--- src/rtl/autokey_cipher_stream_defines.svh ---
// Assertion macros of the autokey cipher RTL.
`ifndef AUTOKEY_CIPHER_STREAM_DEFINES_SVH
`define AUTOKEY_CIPHER_STREAM_DEFINES_SVH

// Property checked on every rising clock edge outside reset.
`define ACS_ASSERT(label, prop, msg) \
  label: assert property (@(posedge clk) disable iff (!rst_n) (prop)) else $error(msg);

// Implication checked on every rising clock edge outside reset.
`define ACS_ASSERT_IMPL(label, ante, cons, msg) \
  label: assert property (@(posedge clk) disable iff (!rst_n) (ante) |-> (cons)) \
    else $error(msg);

`endif

--- src/rtl/acs_pkg.sv ---
// Types, constants and helper functions of the autokey cipher stream.
package acs_pkg;

  localparam int CHAR_W     = 8;
  localparam int LETTER_W   = 5;
  localparam int LEN_W      = 5;
  localparam int HALF_W     = 60;
  localparam int HALF_SLOTS = 12;
  localparam int PRIMER_MAX = 24;
  localparam int CFG_IDX_W  = 2;
  localparam int SUM_W      = 6;
  localparam int ALPHA      = 26;

  localparam logic [CHAR_W-1:0] ASCII_A  = 8'd65;
  localparam logic [CHAR_W-1:0] ASCII_Z  = 8'd90;
  localparam logic [CHAR_W-1:0] ASCII_LA = 8'd97;
  localparam logic [CHAR_W-1:0] ASCII_LZ = 8'd122;

  localparam logic [CFG_IDX_W-1:0] REG_MODE     = 2'd0;
  localparam logic [CFG_IDX_W-1:0] REG_PLEN     = 2'd1;
  localparam logic [CFG_IDX_W-1:0] REG_PRIMER_0 = 2'd2;
  localparam logic [CFG_IDX_W-1:0] REG_PRIMER_1 = 2'd3;

  localparam logic MODE_ENC = 1'b0;

  typedef logic [LETTER_W-1:0] letter_t;
  typedef logic [CHAR_W-1:0]   char_t;

  // Primer letter idx from the two halves, folded into 0..25.
  function automatic letter_t primer_letter(input logic [HALF_W-1:0] h0,
                                            input logic [HALF_W-1:0] h1,
                                            input int idx);
    letter_t v;
    if (idx < HALF_SLOTS) begin
      v = h0[LETTER_W*idx +: LETTER_W];
    end else begin
      v = h1[LETTER_W*(idx-HALF_SLOTS) +: LETTER_W];
    end
    return (v >= LETTER_W'(ALPHA)) ? letter_t'(v - LETTER_W'(ALPHA)) : v;
  endfunction

  // Fold a sum in 0..51 into 0..25.
  function automatic letter_t wrap26(input logic [SUM_W-1:0] s);
    logic [SUM_W-1:0] r;
    r = (s >= SUM_W'(ALPHA)) ? SUM_W'(s - SUM_W'(ALPHA)) : s;
    return r[LETTER_W-1:0];
  endfunction

endpackage

--- src/rtl/acs_ifs.sv ---
// Valid/ready channel interfaces of the autokey cipher stream.
interface acs_in_if;
  logic                     valid;
  logic                     ready;
  logic [acs_pkg::CHAR_W-1:0] in_char;
  logic                     message_start;

  modport source (output valid, output in_char, output message_start, input ready);
  modport sink   (input valid, input in_char, input message_start, output ready);
endinterface

interface acs_out_if;
  logic                       valid;
  logic                       ready;
  logic [acs_pkg::CHAR_W-1:0] out_char;

  modport source (output valid, output out_char, input ready);
  modport sink   (input valid, input out_char, output ready);
endinterface

interface acs_cfg_if;
  logic                          valid;
  logic                          ready;
  logic [acs_pkg::CFG_IDX_W-1:0] index;
  logic [acs_pkg::HALF_W-1:0]    data;

  modport source (output valid, output index, output data, input ready);
  modport sink   (input valid, input index, input data, output ready);
endinterface

--- src/rtl/autokey_cipher_stream.sv ---
// Autokey Vigenere cipher, one byte per request, key ring in a small RAM.
//
// Each accepted character yields one result character. A new request is taken
// every cycle unless the output stalls; a result goes through stage 1 and the
// output register, and the pipeline holds one more request behind a stalled
// output register. The key ring sits in a KEY_MAX x 5 RAM: a slot is read when
// the request is accepted and written back with the plain letter as it leaves
// stage 1, so two requests on the same slot in a row are served by forwarding.
// A request with message_start reloads the ring at once: the primer is latched
// into a snapshot and per-slot valid bits clear, so an unwritten slot reads its
// primer letter. Letters of either case give uppercase letters; other bytes
// pass through and leave the key alone. Configuration writes are taken every
// cycle and must only occur while no request is in flight; the primer length
// is used live, the primer letters only at the next message_start.
module autokey_cipher_stream #(
  parameter int KEY_MAX = 24
) (
  input  logic          clk,
  input  logic          rst_n,
  acs_in_if.sink        in_req,
  acs_out_if.source     out_rsp,
  acs_cfg_if.sink       cfg_wr
);
  import acs_pkg::*;

  `include "autokey_cipher_stream_defines.svh"

  localparam int IDX_W = (KEY_MAX > 1) ? $clog2(KEY_MAX) : 1;
  localparam int NSNAP = (KEY_MAX < PRIMER_MAX) ? KEY_MAX : PRIMER_MAX;

  // configuration
  logic               mode_r;
  logic [LEN_W-1:0]   plen_r;
  logic [HALF_W-1:0]  half0_r;
  logic [HALF_W-1:0]  half1_r;

  // control
  logic               s1_valid_r;
  logic               out_valid_r;
  logic [IDX_W-1:0]   ring_pos_r;
  logic [IDX_W-1:0]   ring_pos_nxt;
  logic [KEY_MAX-1:0] slot_valid_r;
  logic [KEY_MAX-1:0] slot_valid_nxt;

  // stage 1 payload
  logic               s1_letter_r;
  char_t              s1_char_r;
  letter_t            s1_val_r;
  logic [IDX_W-1:0]   s1_pos_r;
  logic               s1_fwd_r;
  letter_t            s1_fwd_data_r;
  letter_t            rd_data_r;
  char_t              out_char_r;

  letter_t            snap_r [KEY_MAX];
  letter_t            ring_mem [KEY_MAX];

  logic               in_fire;
  logic               s1_fire;
  logic               in_start;
  logic               in_upper;
  logic               in_lower;
  logic               in_letter;
  letter_t            in_val;
  logic [LEN_W-1:0]   len_eff;
  logic [IDX_W-1:0]   pos_base;
  logic [IDX_W-1:0]   pos0;
  logic [LEN_W-1:0]   pos_inc;
  logic [IDX_W-1:0]   pos_adv;
  letter_t            key;
  letter_t            res;
  letter_t            plain;
  logic [SUM_W-1:0]   enc_sum;
  logic [SUM_W-1:0]   dec_sum;
  char_t              out_char_nxt;

  // handshakes
  assign s1_fire       = s1_valid_r & (~out_valid_r | out_rsp.ready);
  assign in_req.ready  = ~s1_valid_r | s1_fire;
  assign in_fire       = in_req.valid & in_req.ready;
  assign in_start      = in_req.message_start;
  assign cfg_wr.ready  = 1'b1;
  assign out_rsp.valid    = out_valid_r;
  assign out_rsp.out_char = out_char_r;

  // stage 0: classify and pick the ring slot
  always_comb begin
    in_upper  = in_req.in_char inside {[ASCII_A:ASCII_Z]};
    in_lower  = in_req.in_char inside {[ASCII_LA:ASCII_LZ]};
    in_letter = in_upper | in_lower;
    in_val    = in_upper ? LETTER_W'(in_req.in_char - ASCII_A)
                         : LETTER_W'(in_req.in_char - ASCII_LA);
    if (plen_r == '0) begin
      len_eff = LEN_W'(1);
    end else if (plen_r > LEN_W'(KEY_MAX)) begin
      len_eff = LEN_W'(KEY_MAX);
    end else begin
      len_eff = plen_r;
    end
    pos_base = in_start ? '0 : ring_pos_r;
    pos0     = (LEN_W'(pos_base) >= len_eff) ? '0 : pos_base;
    pos_inc  = LEN_W'(pos0) + LEN_W'(1);
    pos_adv  = (pos_inc >= len_eff) ? '0 : IDX_W'(pos_inc);
    ring_pos_nxt = ring_pos_r;
    if (in_fire) begin
      ring_pos_nxt = in_letter ? pos_adv : pos_base;
    end
  end

  // stage 1: key lookup and mod-26 arithmetic
  always_comb begin
    if (s1_fwd_r) begin
      key = s1_fwd_data_r;
    end else if (slot_valid_r[s1_pos_r]) begin
      key = rd_data_r;
    end else begin
      key = snap_r[s1_pos_r];
    end
    enc_sum = SUM_W'(s1_val_r) + SUM_W'(key);
    dec_sum = SUM_W'(s1_val_r) + SUM_W'(ALPHA) - SUM_W'(key);
    res     = (mode_r == MODE_ENC) ? wrap26(enc_sum) : wrap26(dec_sum);
    plain   = (mode_r == MODE_ENC) ? s1_val_r : res;
    out_char_nxt = s1_letter_r ? char_t'(ASCII_A + CHAR_W'(res)) : s1_char_r;
  end

  always_comb begin
    slot_valid_nxt = slot_valid_r;
    if (in_fire && in_start) begin
      slot_valid_nxt = '0;
    end else if (s1_fire && s1_letter_r) begin
      slot_valid_nxt[s1_pos_r] = 1'b1;
    end
  end

  // configuration registers
  always_ff @(posedge clk) begin
    if (!rst_n) begin
      mode_r  <= 1'b0;
      plen_r  <= LEN_W'(1);
      half0_r <= '0;
      half1_r <= '0;
    end else if (cfg_wr.valid && cfg_wr.ready) begin
      case (cfg_wr.index)
        REG_MODE:     mode_r  <= cfg_wr.data[0];
        REG_PLEN:     plen_r  <= cfg_wr.data[LEN_W-1:0];
        REG_PRIMER_0: half0_r <= cfg_wr.data;
        REG_PRIMER_1: half1_r <= cfg_wr.data;
        default: ;
      endcase
    end
  end

  // control state and primer snapshot
  always_ff @(posedge clk) begin
    if (!rst_n) begin
      s1_valid_r   <= 1'b0;
      out_valid_r  <= 1'b0;
      ring_pos_r   <= '0;
      slot_valid_r <= '0;
      for (int i = 0; i < KEY_MAX; i++) begin
        snap_r[i] <= '0;
      end
    end else begin
      ring_pos_r   <= ring_pos_nxt;
      slot_valid_r <= slot_valid_nxt;
      if (in_fire) begin
        s1_valid_r <= 1'b1;
      end else if (s1_fire) begin
        s1_valid_r <= 1'b0;
      end
      if (s1_fire) begin
        out_valid_r <= 1'b1;
      end else if (out_rsp.ready) begin
        out_valid_r <= 1'b0;
      end
      if (in_fire && in_start) begin
        for (int i = 0; i < KEY_MAX; i++) begin
          snap_r[i] <= (i < NSNAP) ? primer_letter(half0_r, half1_r, i) : '0;
        end
      end
    end
  end

  // pipeline payload
  always_ff @(posedge clk) begin
    if (in_fire) begin
      s1_letter_r   <= in_letter;
      s1_char_r     <= in_req.in_char;
      s1_val_r      <= in_val;
      s1_pos_r      <= pos0;
      s1_fwd_r      <= s1_fire & s1_letter_r & ~in_start & (s1_pos_r == pos0);
      s1_fwd_data_r <= plain;
    end
    if (s1_fire) begin
      out_char_r <= out_char_nxt;
    end
  end

  // key ring RAM
  always_ff @(posedge clk) begin
    if (in_fire) begin
      rd_data_r <= ring_mem[pos0];
    end
    if (s1_fire && s1_letter_r) begin
      ring_mem[s1_pos_r] <= plain;
    end
  end

  `ACS_ASSERT(a_pos_in_ring, LEN_W'(ring_pos_r) < LEN_W'(KEY_MAX), "ring position out of range")
  `ACS_ASSERT_IMPL(a_stall_blocks, s1_valid_r && out_valid_r && !out_rsp.ready, !in_req.ready, "request taken while pipeline full")
  `ACS_ASSERT_IMPL(a_start_clears, in_fire && in_start, ##1 ($countones(slot_valid_r) == 0), "ring not reloaded on message start")
  `ACS_ASSERT_IMPL(a_result_upper, s1_fire && s1_letter_r, ##1 (out_valid_r && out_char_r >= ASCII_A && out_char_r <= ASCII_Z), "letter result not uppercase")

endmodule

--- src/flat_wrapper.sv ---
// flat-port wrapper written by rule: the top's interface ports become plain ports
module autokey_cipher_stream_flat import acs_pkg::*;
#(
  parameter int KEY_MAX = 24
)
  (clk, rst_n, in_req_valid, in_req_in_char, in_req_message_start, in_req_ready, out_rsp_valid, out_rsp_out_char, out_rsp_ready, cfg_wr_valid, cfg_wr_index, cfg_wr_data, cfg_wr_ready);
  acs_in_if in_req_i ();
  acs_out_if out_rsp_i ();
  acs_cfg_if cfg_wr_i ();
  input  logic clk;
  input  logic rst_n;
  input wire logic [$bits(in_req_i.valid)-1:0] in_req_valid;
  input wire logic [$bits(in_req_i.in_char)-1:0] in_req_in_char;
  input wire logic [$bits(in_req_i.message_start)-1:0] in_req_message_start;
  output wire logic [$bits(in_req_i.ready)-1:0] in_req_ready;
  output wire logic [$bits(out_rsp_i.valid)-1:0] out_rsp_valid;
  output wire logic [$bits(out_rsp_i.out_char)-1:0] out_rsp_out_char;
  input wire logic [$bits(out_rsp_i.ready)-1:0] out_rsp_ready;
  input wire logic [$bits(cfg_wr_i.valid)-1:0] cfg_wr_valid;
  input wire logic [$bits(cfg_wr_i.index)-1:0] cfg_wr_index;
  input wire logic [$bits(cfg_wr_i.data)-1:0] cfg_wr_data;
  output wire logic [$bits(cfg_wr_i.ready)-1:0] cfg_wr_ready;
  assign in_req_i.valid = in_req_valid;
  assign in_req_i.in_char = in_req_in_char;
  assign in_req_i.message_start = in_req_message_start;
  assign in_req_ready = in_req_i.ready;
  assign out_rsp_valid = out_rsp_i.valid;
  assign out_rsp_out_char = out_rsp_i.out_char;
  assign out_rsp_i.ready = out_rsp_ready;
  assign cfg_wr_i.valid = cfg_wr_valid;
  assign cfg_wr_i.index = cfg_wr_index;
  assign cfg_wr_i.data = cfg_wr_data;
  assign cfg_wr_ready = cfg_wr_i.ready;
  autokey_cipher_stream #(.KEY_MAX(KEY_MAX)) u_core (.clk(clk), .rst_n(rst_n), .in_req(in_req_i), .out_rsp(out_rsp_i), .cfg_wr(cfg_wr_i));
endmodule
--- config.mk ---
export PLATFORM = sky130hd
export DESIGN_NAME = autokey_cipher_stream_flat
export DESIGN_NICKNAME = d
export VERILOG_FILES = /design/src/rtl/acs_pkg.sv /design/src/rtl/acs_ifs.sv /design/src/rtl/autokey_cipher_stream.sv /design/src/flat_wrapper.sv
export VERILOG_INCLUDE_DIRS = /design/src /design/src/rtl
export SDC_FILE = /design/constraint.sdc
export NUM_CORES = 1
export LEC_CHECK = 0
export BUFFER_PORTS_ARGS = -buffer_cell sky130_fd_sc_hd__buf_2
export CAP_MARGIN = 20
export CORE_MARGIN = 10
export CORE_UTILIZATION = 49
export CTS_BUF_LIST = sky130_fd_sc_hd__clkbuf_2 sky130_fd_sc_hd__clkbuf_4 sky130_fd_sc_hd__clkbuf_8
export DETAILED_ROUTE_END_ITERATION = 8
export PLACE_DENSITY = 0.66
export SYNTH_ARGS = -nofsm -noshare
export SYNTH_HDL_FRONTEND = slang
export SYNTH_SLANG_ARGS = --single-unit
--- constraint.sdc ---
create_clock -name clk -period 7.7 [get_ports clk]
set_input_delay 1.925 -clock clk [delete_from_list [all_inputs] [get_ports clk]]
set_output_delay 1.925 -clock clk [all_outputs]
set_load 0.005 [all_outputs]
==> results_dict.tcl, run 1 <==
set metrics [dict create \
    status "completed" \
    htree_levels 3 \
    initial_core_util_pct 49.41 \
    p_seq_share_pct 48.6 \
    leakage_nw 8.309 \
    clock_latency_ns 0.64 \
    period_share_pct 81.14 \
    fp-row-count 75 \
    synth_commonest_cells "nand2_1 (333), edfxtp_1 (278), nor2_1 (173)" \
    wl_per_cell_um 19.45 \
    clk_root_buffer_cell "clkbuf_8" \
    cp_slowest_cell "edfxtp_1" \
    avgSynthCellArea_sq_um 10.77 \
    fillCellCount 3513 \
    clock_skew_ns 0.03475 \
    worst_slew_pin_slew_ns 1.121 \
    grt_pass1_vias 14540 \
    ctsResizeCount 0 \
    cts_hold_buffers 0 \
    clockBufferDepth 3 \
    synth_top_family_by_area "simple AND/OR/NAND/NOR gates" \
    syn_area_sq_um 20630 \
    synthMuxAreaShare_pct 6.549 \
    synth-main-ff-cell "edfxtp_1" \
    p_comb_share_pct 8.7 \
    totalWireLength_um 50640 \
    yosys.area.top_type_share_pct 40.46 \
    hold_viol_final 0 \
    routed_via_density 5.606 \
    coreArea_sq_um 41760 \
    die_w_um 225.2 \
    critical_path_class "flip-flop to flip-flop" \
    dp_hpwl_um 34660 \
    hold_class "flip-flop to flip-flop" \
    vdd_drop_max_uv 138.0 \
    cpPeakStageDelay_ns 0.74 \
    grt_usage_pct 20.01 \
    drc_errors 0 \
    ant_nets 0 \
    numCtsBuffers 76 \
    synth-seq-cells 440 \
    final-setup-viol-count 0 \
    synth_area_leader_cell "edfxtp_1" \
    worst_slack_ns 1.452 \
    final_nets 2134 \
    synth-warning-count 0 \
    synthAdderAreaFrac_pct 3.529 \
    syn_nets 2049 \
    fin_cells 2604 \
    p_sw_w 0.001314 \
    p_per_area_nw_per_um2 234.7 \
    synth_edf_count 278 \
    antenna_found_initial 0 \
    drv_cap 0 \
    diodes 0 \
    ys_top_cells_by_area "edfxtp_1 (40%), dfxtp_1 (16%), nand2_1 (6.1%)" \
    synth.most_common_cell "nand2_1" \
    internal_power_w 0.004148 \
    seq_area_frac_synth_pct 56.18 \
    tritoncts "done" \
    dr.pass1.iters 5 \
    crit_required_ns 7.99 \
    io_pins 87 \
    post_cts.repair.setup_buffers 0 \
    die_h_um 225.2 \
    slew_headroom_pct 24.95 \
    ys_types 71 \
    path_cells "mux4_2 -> nor2b_1 -> a31oi_1 -> nand4_1 -> a211oi_1 -> a21oi_1 -> o21ai_1 -> ha_1 -> inv_1 -> ha_1 -> and3_1 -> or3_1 -> a32oi_2 -> nor2b_1 -> a211oi_2 -> a21o_1" \
    startpoint_type "flip-flop" \
    globalRouteOverflowTotal 0 \
    hold_ws_ns 0.4726 \
    grt_pass1_wl_um 80040 \
    finalCriticalPeriod_ns 6.248 \
    swShare_pct 24.05 \
    end_kind "flip-flop" \
    multiInputGateArea_sq_um 8254 \
    die_area_sq_um 50720 \
    setup_tns_ns 0 \
    drv_slew 0 \
    arrival_ns 6.54 \
    dr_total_vias 14600 \
    synth-xor-area-share_pct 1.825 \
    async_flop_share_pct 0 \
    drive_above_1_share_pct 15.59 \
    place_congestion 0.8990 \
    syn-instance-count 1916 \
    area_delta_synth_final_pct 12.78 \
    drt-initial-drc-count 1166 \
    seqCellArea_sq_um 11590 \
    dp.cells 2460 \
    cts.clk_slew.worst_paths_ns 0.06 \
    port_buffers 85 \
    path_max_fanout 25 \
    place_ws_ns 1.059 \
    cts.sinks 440 \
    synthSimpleGateAreaFrac_pct 14.72 \
    max_freq_mhz 160.1 \
    clkPwrFrac_pct 42.7 \
    post-route-util_pct 55.72 \
    synth_compound_area_share_pct 13.21 \
    grt_setup_unrepaired "no" \
    grt_max_degree 127 \
]
[stage by stage]
stage               instance area (sq um)  power [W]
floorplan                           20630   0.003017
finish                              23270   0.005462
CTS                                 23210   0.005510
global placement                    21520   0.003159
global route                        23270   0.005679
detailed placement                  21520   0.003173
[routing by layer]
layer  routed length [um]  share of wire, %  vias up  track usage [%]
met3                 3056               6.0       91            3.943
met4                 1319               2.6        0            7.320
met2                23970                47      464            32.62
li1                     -                 -     6953                -
met1                22290                44     7091            26.06
met5                    0                 0        -                0
[registers in the layout, indices dropped and copies added, names as in the netlist, 5 cells and up, named ones only]
| register | count |
|---|---|
| u_core.s1_fwd_data_r | 5 |
| u_core.half0_r | 60 |
| u_core.ring_pos_r | 5 |
| u_core.snap_r | 120 |
| u_core.ring_mem | 120 |
| u_core.s1_char_r | 8 |
| u_core.out_rsp.out_char | 8 |
| u_core.rd_data_r | 5 |
| u_core.s1_val_r | 5 |
| u_core.s1_pos_r | 5 |
| u_core.slot_valid_r | 24 |
| u_core.plen_r | 5 |
| u_core.half1_r | 60 |
[kinds of logic (layout without fill, tap and decap cells)]
group	Yosys count	count (layout)
other	1	1
buffers and inverters	213	362
adders and majority gates	57	57
DFF	440	440
xor gates and xnor gates	43	43
and+or+nand+nor	686	686
AOI/OAI and AO/OA	394	394
muxes	82	82
[critical path, delay by kind of cell, from the launching register on]
| family | cells | cell delay, ns |
|---|---|---|
| buf+inv | 1 | 0.16 |
| mux | 1 | 0.57 |
| simple gates | 5 | 1.32 |
| fa+ha+maj | 2 | 0.71 |
| flops | 1 | 0.74 |
| compound gates | 7 | 2.37 |
[layout make-up]
cell class,count,share of cell area [%]
flip-flops and latches,440,49.82
well taps,539,2.898
multi-input cells,1263,35.47
clock buffers,120,6.345
clock inverters,22,0.9410
inverters,115,1.866
repair buffers,105,2.656
[power groups by stage]
stage | registers [W] | logic, W | clock network (W)
2_1_floorplan | 0.00268 | 0.000342 | 0
3_3_place_gp | 0.00270 | 0.000456 | 0
3_5_place_dp | 0.00270 | 0.000469 | 0
4_1_cts | 0.00266 | 0.000472 | 0.00238
5_1_grt | 0.00266 | 0.000527 | 0.00249
6_report | 0.00266 | 0.000474 | 0.00233
[cells in the final DEF (no fill, tap or decap), types with 14 or more instances in the layout]
| master | n |
|---|---|
| nand2_1 | 333 |
| edfxtp_1 | 278 |
| nor2_1 | 172 |
| dfxtp_1 | 161 |
| a21boi_0 | 121 |
| inv_1 | 109 |
| clkbuf_8 | 92 |
| buf_2 | 84 |
| o21ai_0 | 71 |
| a21oi_1 | 58 |
| ha_1 | 55 |
| mux4_2 | 41 |
| xnor2_1 | 37 |
| and2_1 | 33 |
| nor2b_1 | 29 |
| or3_1 | 29 |
| and3_1 | 29 |
| clkbuf_4 | 28 |
| a211oi_1 | 27 |
| mux2i_1 | 26 |
| o211ai_1 | 22 |
| buf_4 | 19 |
| nor3_1 | 14 |
| mux2_2 | 14 |
[worst paths after layout]
path / cells past startpoint / slack, ns / endpoint / from
worst max-delay path: 16 / 1.45 / u_core.ring_mem[5][2]$_DFFE_PP_ / u_core.s1_pos_r[0]$_DFFE_PP_
worst min-delay path: 2 / 0.47 / u_core.slot_valid_r[8]$_SDFFE_PP0P_ / u_core.slot_valid_r[8]$_SDFFE_PP0P_
worst max register to register: 16 / 1.45 / u_core.ring_mem[5][2]$_DFFE_PP_ / u_core.s1_pos_r[0]$_DFFE_PP_
worst min register to register: 2 / 0.47 / u_core.slot_valid_r[8]$_SDFFE_PP0P_ / u_core.slot_valid_r[8]$_SDFFE_PP0P_
Power figures use the tool's default switching activity.
==> inputs of run 2 (changes only) <==
--- a/config.mk
+++ b/config.mk
@@ -12,7 +12,7 @@
 export CORE_UTILIZATION = 49
 export CTS_BUF_LIST = sky130_fd_sc_hd__clkbuf_2 sky130_fd_sc_hd__clkbuf_4 sky130_fd_sc_hd__clkbuf_8
 export DETAILED_ROUTE_END_ITERATION = 8
-export PLACE_DENSITY = 0.66
+export PLACE_DENSITY = 0.68
 export SYNTH_ARGS = -nofsm -noshare
 export SYNTH_HDL_FRONTEND = slang
 export SYNTH_SLANG_ARGS = --single-unit
==> constraint.sdc (replaced) <==
create_clock -name clk -period 5.6 [get_ports clk]
set_input_delay 1.4 -clock clk [delete_from_list [all_inputs] [get_ports clk]]
set_output_delay 1.4 -clock clk [all_outputs]
set_load 0.005 [all_outputs]
==> results_dict.tcl, run 2 (synthesis results as in run 1) <==
set metrics [dict create \
    power_w 0.007142 \
    area_delta_synth_final_pct 12.00 \
    crit_cells 19 \
    clock_skew_ns 0.02057 \
    globalRouteOverflowTotal 0 \
    htree_levels 3 \
    wl_per_cell_um 19.45 \
    slew_headroom_pct 38.17 \
    finalCriticalPeriod_ns 5.246 \
    ant_nets 0 \
    clock_latency_ns 0.65 \
    fin_area_sq_um 23110 \
    holdPathStages 2 \
    tritoncts "done" \
    drt-initial-drc-count 1234 \
    dp.cells 2475 \
    ctsResizeCount 0 \
    max_freq_mhz 190.6 \
    die_w_um 225.2 \
    drv_cap 0 \
    grt_usage_pct 20.21 \
    period_share_pct 93.67 \
    drc_errors 0 \
    setup_tns_ns 0 \
    dr.pass1.iters 5 \
    die_h_um 225.2 \
    vdd_drop_max_uv 190.8 \
    arrival_ns 5.63 \
    p_comb_share_pct 9.2 \
    clockBufferDepth 3 \
    final-setup-viol-count 0 \
    die_area_sq_um 50720 \
    worst_slew_pin_slew_ns 0.9275 \
    status "completed" \
    reg_top3 "u_core.ring_mem: 120 flops, u_core.snap_r: 120 flops" \
    routed_via_density 5.615 \
    multiInputGateArea_sq_um 8245 \
    p_sw_w 0.001753 \
    layout_common_cells "nand2_1 (333), edfxtp_1 (278), nor2_1 (172)" \
    path_cells "buf_4 -> mux4_2 -> mux2i_1 -> a211oi_1 -> a21oi_1 -> o21a_1 -> inv_1 -> ha_1 -> inv_1 -> ha_1 -> fa_1 -> and3_1 -> or3_1 -> a32oi_2 -> xnor2_1 -> o221a_2 -> ha_1 -> xnor2_1 -> mux2_2" \
    fillCellCount 3597 \
    internal_power_w 0.005390 \
    cp_slowest_cell "mux4_2" \
    worstReg2RegEnd "u_core.out_rsp.out_char[2]$_DFFE_PP_" \
    final_nets 2147 \
    rrSetupSlack_ns 0.35 \
    cts.sinks 440 \
    numCtsBuffers 75 \
    crit_required_ns 5.99 \
    port_buffers 85 \
    totalWireLength_um 50850 \
    path_max_fanout 11 \
    layout_commonest_cell "nand2_1" \
    hold_viol_final 0 \
    drv_slew 0 \
    fin_cells 2614 \
    startpoint_type "flip-flop" \
    io_pins 87 \
    leakage_nw 8.240 \
    antenna_found_initial 0 \
    cts.clk_slew.worst_paths_ns 0.06 \
    p_seq_share_pct 51.1 \
    dr_total_vias 14680 \
    p_per_area_nw_per_um2 309.1 \
    crit_top_cell "ha_1" \
    min_to "u_core.slot_valid_r[0]$_SDFFE_PP0P_" \
    swShare_pct 24.54 \
    clk_root_buffer_cell "clkbuf_8" \
    hold_class "flip-flop to flip-flop" \
    hold_ws_ns 0.4692 \
    diodes 0 \
    grt_pass1_wl_um 80170 \
    cp_num_buf_inv 3 \
    drive_above_1_share_pct 15.42 \
    seqCellArea_sq_um 11590 \
    r2r_cells 19 \
    place_congestion 0.8934 \
    dpl-instance-area_sq_um 21620 \
    path_delay_family "adder cells" \
    critical_path_class "flip-flop to flip-flop" \
    grt_pass1_vias 14270 \
    dp_hpwl_um 35350 \
    grt_setup_unrepaired "no" \
    initial_core_util_pct 49.41 \
    fp-row-count 75 \
    coreArea_sq_um 41760 \
    cpPeakStageDelay_ns 0.55 \
    clkPwrFrac_pct 39.7 \
    end_kind "flip-flop" \
    holdCritStartpoint "u_core.slot_valid_r[0]$_SDFFE_PP0P_" \
    grt_max_degree 89 \
]
==> run 2: cell count changes in the layout (fill, tap and decap cells not counted), sizes merged <==
cell / delta
buf: +14
bufinv: -3
clkbuf: -13
clkinv: +11
clkinvlp: +1
==> run 2: stage by stage <==
step / utilization [%] / setup slack [ns]
after global routing: 55.33 / 0.07257
after detailed placement: 51.78 / 0.1998
final: 55.33 / 0.3542
after global placement: 51.78 / 0.2885
after floorplan: - / 0.3819
after CTS: 55.32 / 0.1779
==> run 2: timing repair <==
item                       in CTS  in global routing
hold buffers                    0                  0
setup endpoints to repair       0                  4
buffers inserted                0                  1
==> run 2: worst max path at each step <==
stage | endpoint | slack [ns]
floorplan | u_core.ring_mem[0][3]$_DFFE_PP_ | 0.38
global placement | u_core.out_rsp.out_char[2]$_DFFE_PP_ | 0.29
detailed placement | u_core.out_rsp.out_char[2]$_DFFE_PP_ | 0.20
CTS | u_core.out_rsp.out_char[2]$_DFFE_PP_ | 0.18
global route | u_core.out_rsp.out_char[4]$_DFFE_PP_ | 0.07
finish | u_core.out_rsp.out_char[2]$_DFFE_PP_ | 0.35
==> run 2: final cells by class <==
| class | instances | share of cell area [%] |
|---|---|---|
| repair buffers | 119 | 2.956 |
| well taps | 539 | 2.919 |
| clock buffers | 107 | 5.642 |
| clock inverters | 31 | 0.7527 |
| inverters | 115 | 1.879 |
| flip-flops and latches | 440 | 50.17 |
| multi-input cells | 1263 | 35.68 |
==> run 2: layer usage <==
layer | vias to the layer above | routed length [um] | share of wire (%) | track usage, %
met5 | - | 0 | 0 | 0
met4 | 0 | 848 | 1.7 | 5.599
met3 | 66 | 3020 | 5.9 | 3.865
met2 | 442 | 24290 | 48 | 32.83
met1 | 7178 | 22680 | 45 | 27.20
li1 | 6992 | - | - | -
==> run 2: power groups by stage <==
stage	logic, W	registers, W	clock network [W]
2_1_floorplan	0.000470	0.00367	0
3_3_place_gp	0.000643	0.00371	0
3_5_place_dp	0.000656	0.00371	0
4_1_cts	0.000659	0.00365	0.00289
5_1_grt	0.000734	0.00366	0.00304
6_report	0.000658	0.00365	0.00284
==> run 2: worst reg2reg max path: stages, from the launching register on <==
cell and delay (ns):
dfxtp_2 0.43, buf_4 0.29, mux4_2 0.56, mux2i_1 0.31
a211oi_1 0.13, a21oi_1 0.14, o21a_1 0.17, inv_1 0.07
ha_1 0.32, inv_1 0.06, ha_1 0.21, fa_1 0.40
and3_1 0.18, or3_1 0.40, a32oi_2 0.30, xnor2_1 0.13
o221a_2 0.28, ha_1 0.23, xnor2_1 0.13, mux2_2 0.26
==> inputs of run 3 (changes only) <==
--- a/config.mk
+++ b/config.mk
@@ -6,6 +6,7 @@
 export SDC_FILE = /design/constraint.sdc
 export NUM_CORES = 1
 export LEC_CHECK = 0
+export ABC_AREA = 1
 export BUFFER_PORTS_ARGS = -buffer_cell sky130_fd_sc_hd__buf_2
 export CAP_MARGIN = 20
 export CORE_MARGIN = 10
==> results_dict.tcl, run 3 <==
set metrics [dict create \
    seq_area_frac_synth_pct 57.42 \
    tritoncts "done" \
    grt_usage_pct 20.28 \
    fin_area_sq_um 22680 \
    worst_slew_pin_slew_ns 1.034 \
    final-setup-viol-count 0 \
    async_flop_share_pct 0 \
    ys_types 54 \
    dp_hpwl_um 35390 \
    rrSetupSlack_ns 0.64 \
    avgSynthCellArea_sq_um 9.294 \
    grt.met1_usage_pct 25.16 \
    synth_commonest_cells "edfxtp_1 (278), nand2_1 (276), o21ai_0 (257)" \
    ctsResizeCount 0 \
    cts.clk_slew.worst_paths_ns 0.06 \
    vdd_drop_max_uv 235.9 \
    clock_skew_ns 0.04057 \
    dr_total_vias 15740 \
    leakage_nw 8.794 \
    synth_edf_count 278 \
    post_cts.repair.setup_buffers 0 \
    setup_tns_ns 0 \
    syn_nets 2305 \
    status "completed" \
    r2r_start "u_core.s1_pos_r[1]$_DFFE_PP_" \
    drv_cap 0 \
    initial_core_util_pct 49.55 \
    worstSetupStartpoint "u_core.s1_pos_r[1]$_DFFE_PP_" \
    final_nets 2387 \
    syn_area_sq_um 20190 \
    dpl-instance-area_sq_um 21060 \
    yosys.area.top_type_share_pct 41.36 \
    grt_setup_unrepaired "no" \
    htree_levels 3 \
    ys_top_cells_by_area "edfxtp_1 (41%), dfxtp_1 (16%), o21ai_0 (6.4%)" \
    clock_latency_ns 0.66 \
    drt-initial-drc-count 1145 \
    grt_pass1_vias 15190 \
    io_pins 87 \
    drv_slew 0 \
    synth-main-ff-cell "edfxtp_1" \
    syn-instance-count 2172 \
    port_buffers 85 \
    holdCritStartpoint "u_core.half1_r[58]$_SDFFE_PN0P_" \
    worstReg2RegEnd "u_core.ring_mem[4][2]$_DFFE_PP_" \
    ant_nets 0 \
    grt_busiest_layer "met2" \
    wl_per_cell_um 18.11 \
    worstSetupEndpoint "u_core.ring_mem[4][2]$_DFFE_PP_" \
    max_freq_mhz 201.5 \
    totalWireLength_um 51580 \
    cts.sinks 440 \
    startpoint_type "flip-flop" \
    grt_max_degree 121 \
    met3_usage_pct 3.609 \
    synth-warning-count 0 \
    hold_class "flip-flop to flip-flop" \
    clk_root_buffer_cell "clkbuf_8" \
    routed_via_density 5.525 \
    die_w_um 223.0 \
    fin_cells 2848 \
    die_area_sq_um 49710 \
    hold_ws_ns 0.4616 \
    p_per_area_nw_per_um2 334.2 \
    coreArea_sq_um 40740 \
    fp-row-count 74 \
    path_max_fanout 25 \
    synth-seq-cells 440 \
    critical_path_class "flip-flop to flip-flop" \
    clockBufferDepth 3 \
    antenna_found_initial 3 \
    globalRouteOverflowTotal 0 \
    drc_errors 0 \
    drive_above_1_share_pct 11.62 \
    cts_hold_buffers 0 \
    layout_common_cells "edfxtp_1 (278), nand2_1 (276), inv_1 (255), o21ai_0 (255), nor2_1 (254)" \
    die_h_um 223.0 \
    reg_top3 "u_core.ring_mem: 120 flops, u_core.snap_r: 120 flops" \
    gr-usage-met2_pct 34.06 \
    r2r_cells 25 \
    crit_required_ns 5.88 \
    period_share_pct 88.60 \
    synth.most_common_cell "edfxtp_1" \
    place_congestion 0.9288 \
    grt_pass1_wl_um 81170 \
    slew_headroom_pct 31.05 \
    finalCriticalPeriod_ns 4.962 \
    dr.pass1.iters 8 \
    arrival_ns 5.24 \
    hold_viol_final 0 \
    synth_area_leader_cell "edfxtp_1" \
    layout_commonest_cell "edfxtp_1" \
    dp.cells 2710 \
    numCtsBuffers 73 \
    end_kind "flip-flop" \
    area_delta_synth_final_pct 12.33 \
]
-- run 3: cell count changes in the layout (fill, tap and decap cells not counted), sizes merged, moves of 55 or more --
cell / delta
o21ai: +181
inv: +154
nand2: -55
a21oi: +135
nand3: +111
a21boi: -121
nor2: +82
-- run 3: cell type report --
type	count	area, sq um
fill	3558	18060
clock inverter	20	187.7
multi-input combinational	1362	7193
sequential	440	11590
antenna	1	2.502
timing repair buffer	107	618.1
clock buffer	116	1403
inverter	270	1013
tap	532	665.6
-- run 3: worst min path at each step --
| stage | to | slack [ns] | depth (start not counted) |
|---|---|---|---|
| 3_3_place_gp | u_core.plen_r[0]$_SDFFE_PN1P_ | 0.45 | 2 |
| 2_1_floorplan | u_core.plen_r[0]$_SDFFE_PN1P_ | 0.43 | 2 |
| 5_1_grt | u_core.half1_r[55]$_SDFFE_PN0P_ | 0.49 | 2 |
| 3_5_place_dp | u_core.plen_r[0]$_SDFFE_PN1P_ | 0.45 | 2 |
| 6_report | u_core.half1_r[58]$_SDFFE_PN0P_ | 0.46 | 2 |
| 4_1_cts | u_core.half1_r[58]$_SDFFE_PN0P_ | 0.46 | 2 |
-- run 3: report_power, final --
part	internal (W)	leakage (nW)	switching [W]
clock	0.00174	0.844	0.00130
sequential	0.00361	4.06	0.0000741
combinational	0.000271	3.89	0.000583
total	0.00562	8.79	0.00196
-- run 3: kinds of logic (layout without fill, tap and decap cells) --
logic type	after synthesis	in the layout	share of synthesized area [%]
AOI/OAI and AO/OA	595	595	16.78
and+or+nand+nor	698	698	14.55
DFF	440	440	57.42
xor gates and xnor gates	11	11	0.4773
buffers and inverters	370	513	7.141
other	1	2	0.01858
adders and majority gates	57	57	3.608
-- run 3: per-stage QoR --
stage / setup WS, ns / power [W] / util, %
2_1_floorplan: 1.309 / 0.004311 / -
3_3_place_gp: 0.6364 / 0.004568 / 51.70
3_5_place_dp: 0.6996 / 0.004588 / 51.70
4_1_cts: 0.6973 / 0.007628 / 55.61
5_1_grt: 0.2500 / 0.007908 / 55.66
6_report: 0.6383 / 0.007579 / 55.66
-- run 3: critical path, cell delays in order (launching register included) --
cell      delay, ns
edfxtp_1       0.50
nor2_1         0.40
a22oi_1        0.17
a21oi_1        0.16
or2_1          0.10
inv_1          0.03
nand2_1        0.15
inv_2          0.12
nor2_1         0.11
nor2_1         0.05
nand2_1        0.08
nand2_1        0.10
ha_1           0.28
inv_1          0.05
ha_1           0.21
fa_1           0.40
nand2_1        0.07
inv_1          0.03
o21ai_0        0.20
nand2_1        0.07
nand2_1        0.08
nand2_1        0.10
nand2_1        0.12
nand2_1        0.06
nand3_1        0.10
o21a_1         0.83
-- run 3: metal layers --
| metal | part of all wire [%] | wire length (um) |
|---|---|---|
| met5 | 0.017 | 9 |
| met4 | 3.3 | 1695 |
| met3 | 5.4 | 2762 |
| met2 | 48 | 25010 |
| met1 | 43 | 22100 |
